===== src/design/ptbl_pkg.sv =====
// ---------------------------------------------------------------------------
// ptbl_pkg
// Shared constants, types and the set hash of the per-client token bucket
// limiter.
// ---------------------------------------------------------------------------
package ptbl_pkg;

    // Table geometry; SETS must be a power of two (set index is the hash low bits)
    localparam int SETS  = 256;
    localparam int WAYS  = 4;
    localparam int SET_W = (SETS > 1) ? $clog2(SETS) : 1;
    localparam int WAY_W = (WAYS > 1) ? $clog2(WAYS) : 1;

    // Field widths
    localparam int ADDR_W  = 32;
    localparam int TIME_W  = 32;
    localparam int RATE_W  = 16;
    localparam int BURST_W = 16;
    localparam int AGE_W   = 8;
    localparam int TOK_W   = 18;
    localparam int LEFT_W  = 17;
    localparam int STAT_W  = 2;
    localparam int PROD_W  = TIME_W + RATE_W;
    localparam int SUM_W   = PROD_W + 2;

    // Configuration port
    localparam int CFG_IDX_W  = 2;
    localparam int CFG_DATA_W = 16;
    localparam logic [CFG_IDX_W-1:0] CFG_RATE  = 2'd0;
    localparam logic [CFG_IDX_W-1:0] CFG_BURST = 2'd1;
    localparam logic [CFG_IDX_W-1:0] CFG_AGE   = 2'd2;

    localparam logic [RATE_W-1:0]  RATE_RST  = 16'd10;
    localparam logic [BURST_W-1:0] BURST_RST = 16'd20;
    localparam logic [AGE_W-1:0]   AGE_RST   = 8'd60;

    localparam logic [31:0] DJB2_SEED = 32'd5381;

    // Result status codes
    typedef enum logic [STAT_W-1:0] {
        ST_PASS   = 2'd0,
        ST_REJECT = 2'd1,
        ST_NEW    = 2'd2,
        ST_FULL   = 2'd3
    } t_status;

    // One way of a table row
    typedef struct packed {
        logic                     valid;
        logic [ADDR_W-1:0]        addr;
        logic signed [TOK_W-1:0]  tokens;
        logic [TIME_W-1:0]        last;
    } t_way;

    typedef t_way [WAYS-1:0] t_row;
    localparam int ROW_W = $bits(t_row);

    // Controller to datapath commands
    typedef struct packed {
        logic load;
        logic eval;
        logic mult;
        logic commit;
    } t_cmd;

    // Datapath to controller status
    typedef struct packed {
        logic out_free;
    } t_stat;

    // djb2 over the four address bytes, MSB first; only the low bits survive
    function automatic logic [SET_W-1:0] pick_set(input logic [ADDR_W-1:0] addr);
        logic [31:0] h;
        h = DJB2_SEED;
        for (int i = 3; i >= 0; i--) begin
            h = (h << 5) + h + {24'd0, addr[8*i +: 8]};
        end
        return h[SET_W-1:0];
    endfunction

endpackage


===== src/design/ptbl_ctrl.sv =====
// ---------------------------------------------------------------------------
// ptbl_ctrl
// Request sequencer: accept, evaluate the set, refill multiply, commit.
// ---------------------------------------------------------------------------
module ptbl_ctrl (
    input  logic            i_clk,
    input  logic            i_rst_n,
    input  logic            i_req_valid,
    output logic            o_req_ready,
    input  ptbl_pkg::t_stat i_stat,
    output ptbl_pkg::t_cmd  o_cmd
);

    typedef enum logic [3:0] {
        S_IDLE  = 4'b0001,
        S_EVAL  = 4'b0010,
        S_MULT  = 4'b0100,
        S_WRITE = 4'b1000
    } t_state;

    t_state r_state, n_state;

    // Next state and commands
    always_comb begin
        n_state     = r_state;
        o_cmd       = '0;
        o_req_ready = 1'b0;
        case (r_state)
            S_IDLE: begin
                o_req_ready = 1'b1;
                if (i_req_valid) begin
                    o_cmd.load = 1'b1;
                    n_state    = S_EVAL;
                end
            end
            S_EVAL: begin
                o_cmd.eval = 1'b1;
                n_state    = S_MULT;
            end
            S_MULT: begin
                o_cmd.mult = 1'b1;
                n_state    = S_WRITE;
            end
            S_WRITE: begin
                // wait for room in the output register
                if (i_stat.out_free) begin
                    o_cmd.commit = 1'b1;
                    n_state      = S_IDLE;
                end
            end
            default: begin
                n_state = S_IDLE;
            end
        endcase
    end

    always_ff @(posedge i_clk) begin
        if (!i_rst_n) begin
            r_state <= S_IDLE;
        end else begin
            r_state <= n_state;
        end
    end

endmodule


===== config.mk =====
export PLATFORM = sky130hd
export DESIGN_NAME = ptbl_ctrl
export DESIGN_NICKNAME = d
export VERILOG_FILES = /design/src/design/ptbl_pkg.sv /design/src/design/ptbl_ctrl.sv
export SDC_FILE = /design/constraint.sdc
export NUM_CORES = 1
export LEC_CHECK = 0
export ABC_AREA = 1
export BUFFER_PORTS_ARGS = -buffer_cell sky130_fd_sc_hd__buf_4
export CAP_MARGIN = 25
export CORE_AREA = 2 2 39 41
export DETAILED_ROUTE_END_ITERATION = 10
export DIE_AREA = 0 0 41 43
export MAX_ROUTING_LAYER = met4
export PLACE_DENSITY = 0.35
export SLEW_MARGIN = 40
export SYNTH_ARGS = -nofsm -noshare
export SYNTH_HDL_FRONTEND = slang
export SYNTH_SLANG_ARGS = --single-unit
export TNS_END_PERCENT = 30

===== constraint.sdc =====
create_clock -name i_clk -period 1.2 [get_ports i_clk]
set_input_delay 0.24 -clock i_clk [delete_from_list [all_inputs] [get_ports i_clk]]
set_output_delay 0.24 -clock i_clk [all_outputs]
set_load 0.01 [all_outputs]

==> results of run 1 <==
cell usage in the layout, fill, tap and decap left out, types with 2 or more instances in the layout:
cell	instances
nand2_1	7
nor2_4	3
nor2_1	5
inv_1	10
dfxtp_4	3
nand3_1	2
nand2_2	2
clkbuf_4	3
buf_4	7
nor2_2	2
layer usage:
| layer | GRT usage | wire, um | up-vias |
|---|---|---|---|
| met1 | 0.0806 | 217 | 94 |
| met2 | 0.0813 | 223 | 7 |
| met4 | 0.120 | 13 | 0 |
| met5 | - | 0 | - |
| li1 | - | - | 132 |
| met3 | 0.0314 | 32 | 2 |
how the worst min path moves through the flow:
| stage | endpoint | slack, ns | cells after the start |
|---|---|---|---|
| 2_1_floorplan | r_state[0]$_SDFFE_PN1P_ | 0.39 | 3 |
| 3_3_place_gp | r_state[0]$_SDFFE_PN1P_ | 0.50 | 4 |
| 3_5_place_dp | r_state[0]$_SDFFE_PN1P_ | 0.50 | 4 |
| 4_1_cts | r_state[0]$_SDFFE_PN1P_ | 0.25 | 4 |
| 5_1_grt | r_state[0]$_SDFFE_PN1P_ | 0.26 | 4 |
| 6_report | r_state[0]$_SDFFE_PN1P_ | 0.25 | 4 |
cell type report:
class | instances | share of cell area
multi-input cells | 23 | 0.334
flip-flops and latches | 4 | 0.250
well taps | 16 | 0.0541
clock buffers | 3 | 0.0608
repair buffers | 8 | 0.172
inverters | 12 | 0.128
critical path, stage by stage (launching register included):
cell and delay [ns]:
dfxtp_2 0.35, inv_1 0.05, nor2_2 0.09, nand2_1 0.06, nor2_1 0.08, buf_4 0.12
through the flow:
| stage | hold slack (ns) | area, sq um | util | power (mW) |
|---|---|---|---|---|
| finish | 0.253 | 370 | 0.268 | 0.418 |
| global route | 0.260 | 370 | 0.268 | 0.460 |
| CTS | 0.250 | 344 | 0.249 | 0.416 |
| floorplan | 0.386 | 234 | - | 0.204 |
| detailed placement | 0.503 | 307 | 0.222 | 0.239 |
| global placement | 0.504 | 307 | 0.222 | 0.240 |
kinds of logic after synthesis:
family                 Yosys count  synth area share
and+or+nand+nor                 22             0.412
AOI/OAI and AO/OA                1            0.0214
DFF                              4             0.342
buffers and inverters           13             0.225
what timing repair did:
item                       CTS  global route
setup buffers                0             0
hold buffers                 0             0
gates resized for setup      8             8
cloned                       0             0
pin swaps                    1             1
setup endpoints to repair    5             5
power breakdown:
group | switching (mW) | leakage, nW | internal, mW
combinational | 0.0523 | 0.160 | 0.0488
sequential | 0.0141 | 0.0348 | 0.142
clock | 0.0497 | 0.0138 | 0.112
total | 0.116 | 0.209 | 0.302
==> summary.txt, run 1 <==
Status
  – Outcome: complete, but fails checks
  – Failing checks: setup timing

Synth
  – Syn Inst Count: 40
  – Warnings from Yosys: 0
  – Cell area after synthesis: around 230 sq um
  – Area leader, netlist: dfxtp_1
  – Post-synth EDFFs: 0
  – Mean post-synth cell area: around 5.8 sq um
  – Synth top cells by count: inv_1, nand2_1, nor2_1, dfxtp_1, nor2_2
  – Yosys reg bits: 4
  – Synth cell types: 11
  – Synth area leaders: dfxtp_1, inv_1, nand2_1
  – Synth top area share: 0.342
  – Post-synth ARST share: 0
  – Count leader, synth: inv_1
  – Main flop type after synthesis: dfxtp_1
  – Sequential-to-total area share from yosys stat: 0.342
  – Syn Nets: 44

Clocking
  – CTS sink count: 4
  – Root buffer cell: clkbuf_4
  – CTS tree: yes
  – Max Root-Sink Buffers: 2
  – Clk_lat worst skew: 0.23 ns
  – Reg clk slew, reported paths: around 0.04 ns
  – Num CTS Buffers: 3
  – H-tree levels: 1

Job
  – MaxCap Viol Count: 0

Detailed routing
  – DRC violations left: 0
  – DR pass1 iterations: 2
  – Wirelength, routed: ~500 um
  – Via Count: ~240
  – Iteration-0 DRC count of the detailed router: 3
  – Antenna viol nets, final: 0
  – Wirelength per Cell: 7.36 um
  – Drt via density: between 3 and 4

Global route
  – First-pass GRT wire length: between 700 and 800 um
  – Initial antenna violation count: 0
  – Largest net degree at the start of global routing: 4
  – Vias in the first global route: 205
  – Grt ovf: 0
  – GRT Util Overall: 0.0772

STA
  – Worst-Margin Slew: between 0.1 and 0.15 ns
  – Post-route clock skew: approximately 0.0016 ns
  – Worst slew margin: 0.919
  – Final WS setup: -0.0280 ns
  – Final min period: roughly 1.2 ns
  – Fmax: between 800 and 900 MHz
  – Unrepaired setup endpoints after global routing: yes
  – Final hold violations: 0
  – Setup TNS: -0.0623 ns
  – Final period utilization: 1.02
  – Slew Viols, Final: 0
  – # setup viols final: 4

Layout
  – Nets: 56
  – Synth-to-layout area growth: 58.3%
  – Max reg flops: 4
  – FILL cells: roughly 160
  – Reg area: between 90 and 100 sq um
  – Final cell count without fillers: 66
  – Top flop regs: r_state x4
  – Antenna cells: 0
  – Layout cells sized above 1: 0.480
  – Biggest register: r_state
  – Multi-input logic area: approximately 120 sq um

Place
  – I/O Buffers: 8
  – DP Worst Slack: about 0.16 ns
  – Placed cell count: 63
  – Dpl hpwl: 407 um
  – Placer Congestion: roughly 0.66

Worst setup path
  – R2R Setup Slk: 0.29 ns
  – Worst R2R Path Depth: 6
  – Required @ worst endpoint: roughly 0.96 ns
  – CP endpoint: o_cmd[0]
  – CP startpoint kind: flop
  – Worst Path Max Fanout: 3
  – Crit path capture type: primary output
  – Worst Setup SP: r_state[3]$_SDFFE_PN0P_
  – RR Endpoint: r_state[0]$_SDFFE_PN1P_
  – Setup CP Type: reg2out
  – Reg2reg start: r_state[3]$_SDFFE_PN0P_
  – WP data arrival: about 0.99 ns

Die
  – Top-Level Pins: 9
  – Die span in y: about 43 um
  – Die X: between 40 and 50 um
  – Row cnt: 14
  – Die Footprint: between 1500 and 2000 sq um
  – CORE AREA: around 1400 sq um
  – Starting Density: 0.169

Power
  – Peak VDD IR: 299 uV
  – Static leakage: between 0.2 and 0.25 nW
  – Power Dens Cells: between 1000 and 1500 nW/um^2

Hold path
  – Min-delay src: i_rst_n
  – Hold Path Class: in2reg
Power figures use the tool's default switching activity.
==> run 2: changes to the inputs <==
Settings changed: GPL_TIMING_DRIVEN set to 0.
==> run 2 against run 1 <==
  * The run still ends with setup timing left
  * Sequential power decreased by 3%
  * Combinational power hardly changed
  * Flip-flop and latch count is the same
  * Final area up 3.0%
  * Clock skew is 0.00056 ns higher
  * Clock power about the same
  * Utilization is 0.81 points higher
  * Power shrank 0.97%
  * Via count grew 4.7%
  * First-iteration DRC count shrank 100%
  * Critical endpoint is now o_cmd[3]
==> summary.txt, run 2 (synthesis gave the netlist of run 1 again) <==
Hold path
  – Hold Path Class: in2reg
  – Min-delay src: i_rst_n
  – Worst hold stages: 4
  – Worst hold endpoint: r_state[0]$_SDFFE_PN1P_

Power
  – Power share of the combinational group: 0.243
  – Seq pwr share: 0.366
  – Sw Share: 0.275
  – Peak VDD IR: 321 uV
  – Static leakage: 0.209 nW
  – Net switching power: approximately 0.11 mW
  – Power Dens Cells: between 1000 and 1500 nW/um^2
  – Internal: 0.300 mW
  – Clk pwr share: 0.390

STA
  – Worst slew margin: 0.915
  – Worst-Margin Slew: between 0.1 and 0.15 ns
  – Fmax: 803 MHz
  – Final hold violations: 0
  – Final min period: 1.25 ns
  – Slew Viols, Final: 0
  – Final WS setup: -0.0459 ns
  – Unrepaired setup endpoints after global routing: yes
  – # setup viols final: 3
  – Post-route clock skew: 0.00220 ns
  – Final period utilization: 1.04

Worst setup path
  – WP data arrival: 1.01 ns
  – Crit path capture type: primary output
  – Setup CP Type: reg2out
  – WP buf/inv: 2
  – CP peak stage delay: roughly 0.36 ns
  – Delay-heaviest family, CP: flip-flops
  – Reg2reg start: r_state[2]$_SDFFE_PN0P_
  – Required @ worst endpoint: about 0.96 ns
  – Worst Path Max Fanout: 3
  – RR Endpoint: r_state[0]$_SDFFE_PN1P_
  – Crit-path cells: inv_2 -> nor2_4 -> nand2_2 -> nor2_1 -> buf_4
  – CP startpoint kind: flop
  – Worst R2R Path Depth: 8
  – R2R Setup Slk: approximately 0.21 ns
  – Slowest CP cell: dfxtp_4

Clocking
  – Max Root-Sink Buffers: 2
  – Reg clk slew, reported paths: approximately 0.04 ns
  – H-tree levels: 1
  – CTS sink count: 4
  – CTS tree: yes
  – Root buffer cell: clkbuf_4
  – Num CTS Buffers: 3
  – Clk_lat worst skew: between 0.2 and 0.25 ns

Place
  – Post-DP Area: ~310 sq um
  – Dpl hpwl: around 400 um
  – DP Worst Slack: just over 0.08 ns
  – Placer Congestion: roughly 0.65
  – I/O Buffers: 8

Job
  – MaxCap Viol Count: 0

Global route
  – First-pass GRT wire length: between 700 and 800 um
  – Largest net degree at the start of global routing: 4
  – Initial antenna violation count: 0
  – Vias in the first global route: between 200 and 250
  – GRT Util Overall: 0.0710
  – Grt ovf: 0

Detailed routing
  – Via Count: around 250
  – DRC violations left: 0
  – Wirelength, routed: between 400 and 500 um
  – Antenna viol nets, final: 0
  – Drt via density: about 3.7
  – Wirelength per Cell: between 7 and 8 um
  – Iteration-0 DRC count of the detailed router: 0
  – DR pass1 iterations: 1

Layout
  – Layout cells sized above 1: 0.490
  – Biggest register: r_state
  – Top flop regs: r_state x4
  – Fin area: around 380 sq um
  – Nets: between 50 and 60
  – Post-layout util: 0.276
  – Most frequent cells in the layout: inv_1, nand2_1, buf_4
  – Synth-to-layout area growth: 63.1%
  – Max reg flops: 4
  – Antenna cells: 0

Status
  – Outcome: complete, but fails checks
  – Failing checks: setup timing

Die
  – Die span in y: between 40 and 50 um
  – Die Footprint: 1760 sq um
  – Top-Level Pins: 9
  – Starting Density: 0.169
  – Die X: 41 um
  – Row cnt: 14
  – CORE AREA: about 1400 sq um
run 2: cell count changes in the layout (fill, tap and decap cells not counted):
cell | before | now
inv_2 | 1 | 4
inv_1 | 10 | 8
nor2_2 | 2 | 0
buf_6 | 1 | 2
dfxtp_2 | 1 | 0
dfxtp_4 | 3 | 4
inv_4 | 1 | 0
nand2_1 | 7 | 8
nand2_2 | 2 | 1
nor2_1 | 5 | 6
nor2_4 | 3 | 4
run 2: metrics by stage:
stage	hold WS (ns)	power [mW]	cells	TNS, ns
after detailed placement	0.509	0.239	64	0
after CTS	0.259	0.423	67	-0.166
after floorplan	0.386	0.204	40	0
final	0.257	0.414	67	-0.116
after global placement	0.505	0.240	64	0
after global routing	0.261	0.446	67	-0.453
run 2: metal layers:
metal	up-vias	global-route usage	wire length [um]
li1	137	-	-
met1	102	0.0740	222
met2	7	0.0875	231
met3	0	0.0314	31
met4	0	0.0800	0
met5	-	-	0
run 2: worst min-delay path, cell delays in order:
cell and delay [ns]:
buf_4 0.08, nand2_1 0.04, inv_1 0.04, nand2_1 0.04
run 2: worst max-delay path by stage:
stage / from / endpoint / slack [ns] / depth (start not counted)
3_3_place_gp: r_state[1]$_SDFFE_PN0P_ / o_cmd[1] / 0.07 / 5
5_1_grt: r_state[0]$_SDFFE_PN1P_ / o_cmd[3] / -0.12 / 5
6_report: r_state[0]$_SDFFE_PN1P_ / o_cmd[3] / -0.05 / 5
4_1_cts: r_state[1]$_SDFFE_PN0P_ / o_cmd[2] / -0.05 / 5
3_5_place_dp: r_state[1]$_SDFFE_PN0P_ / o_cmd[1] / 0.08 / 5
2_1_floorplan: r_state[1]$_SDFFE_PN0P_ / o_cmd[1] / 0.25 / 4
run 2: power groups by stage:
| stage | logic, mW | registers, mW | clock network (mW) |
|---|---|---|---|
| floorplan | 0.0547 | 0.149 | 0 |
| global placement | 0.0896 | 0.150 | 0 |
| detailed placement | 0.0886 | 0.150 | 0 |
| CTS | 0.0998 | 0.153 | 0.169 |
| global route | 0.114 | 0.152 | 0.180 |
| finish | 0.101 | 0.152 | 0.162 |
run 2: layout make-up:
| type | instances | area, sq um |
|---|---|---|
| multi-input combinational | 23 | 124 |
| timing repair buffer | 9 | 75.1 |
| tap | 16 | 20.0 |
| clock buffer | 3 | 22.5 |
| sequential | 4 | 95.1 |
| fill | 166 | 1000 |
| inverter | 12 | 45.0 |
run 2: what timing repair did:
action,4_1_cts,5_1_grt
setup endpoints to repair,5,5
hold buffers,0,0
setup buffers,1,0
pin swaps,4,3
resized for setup,10,8
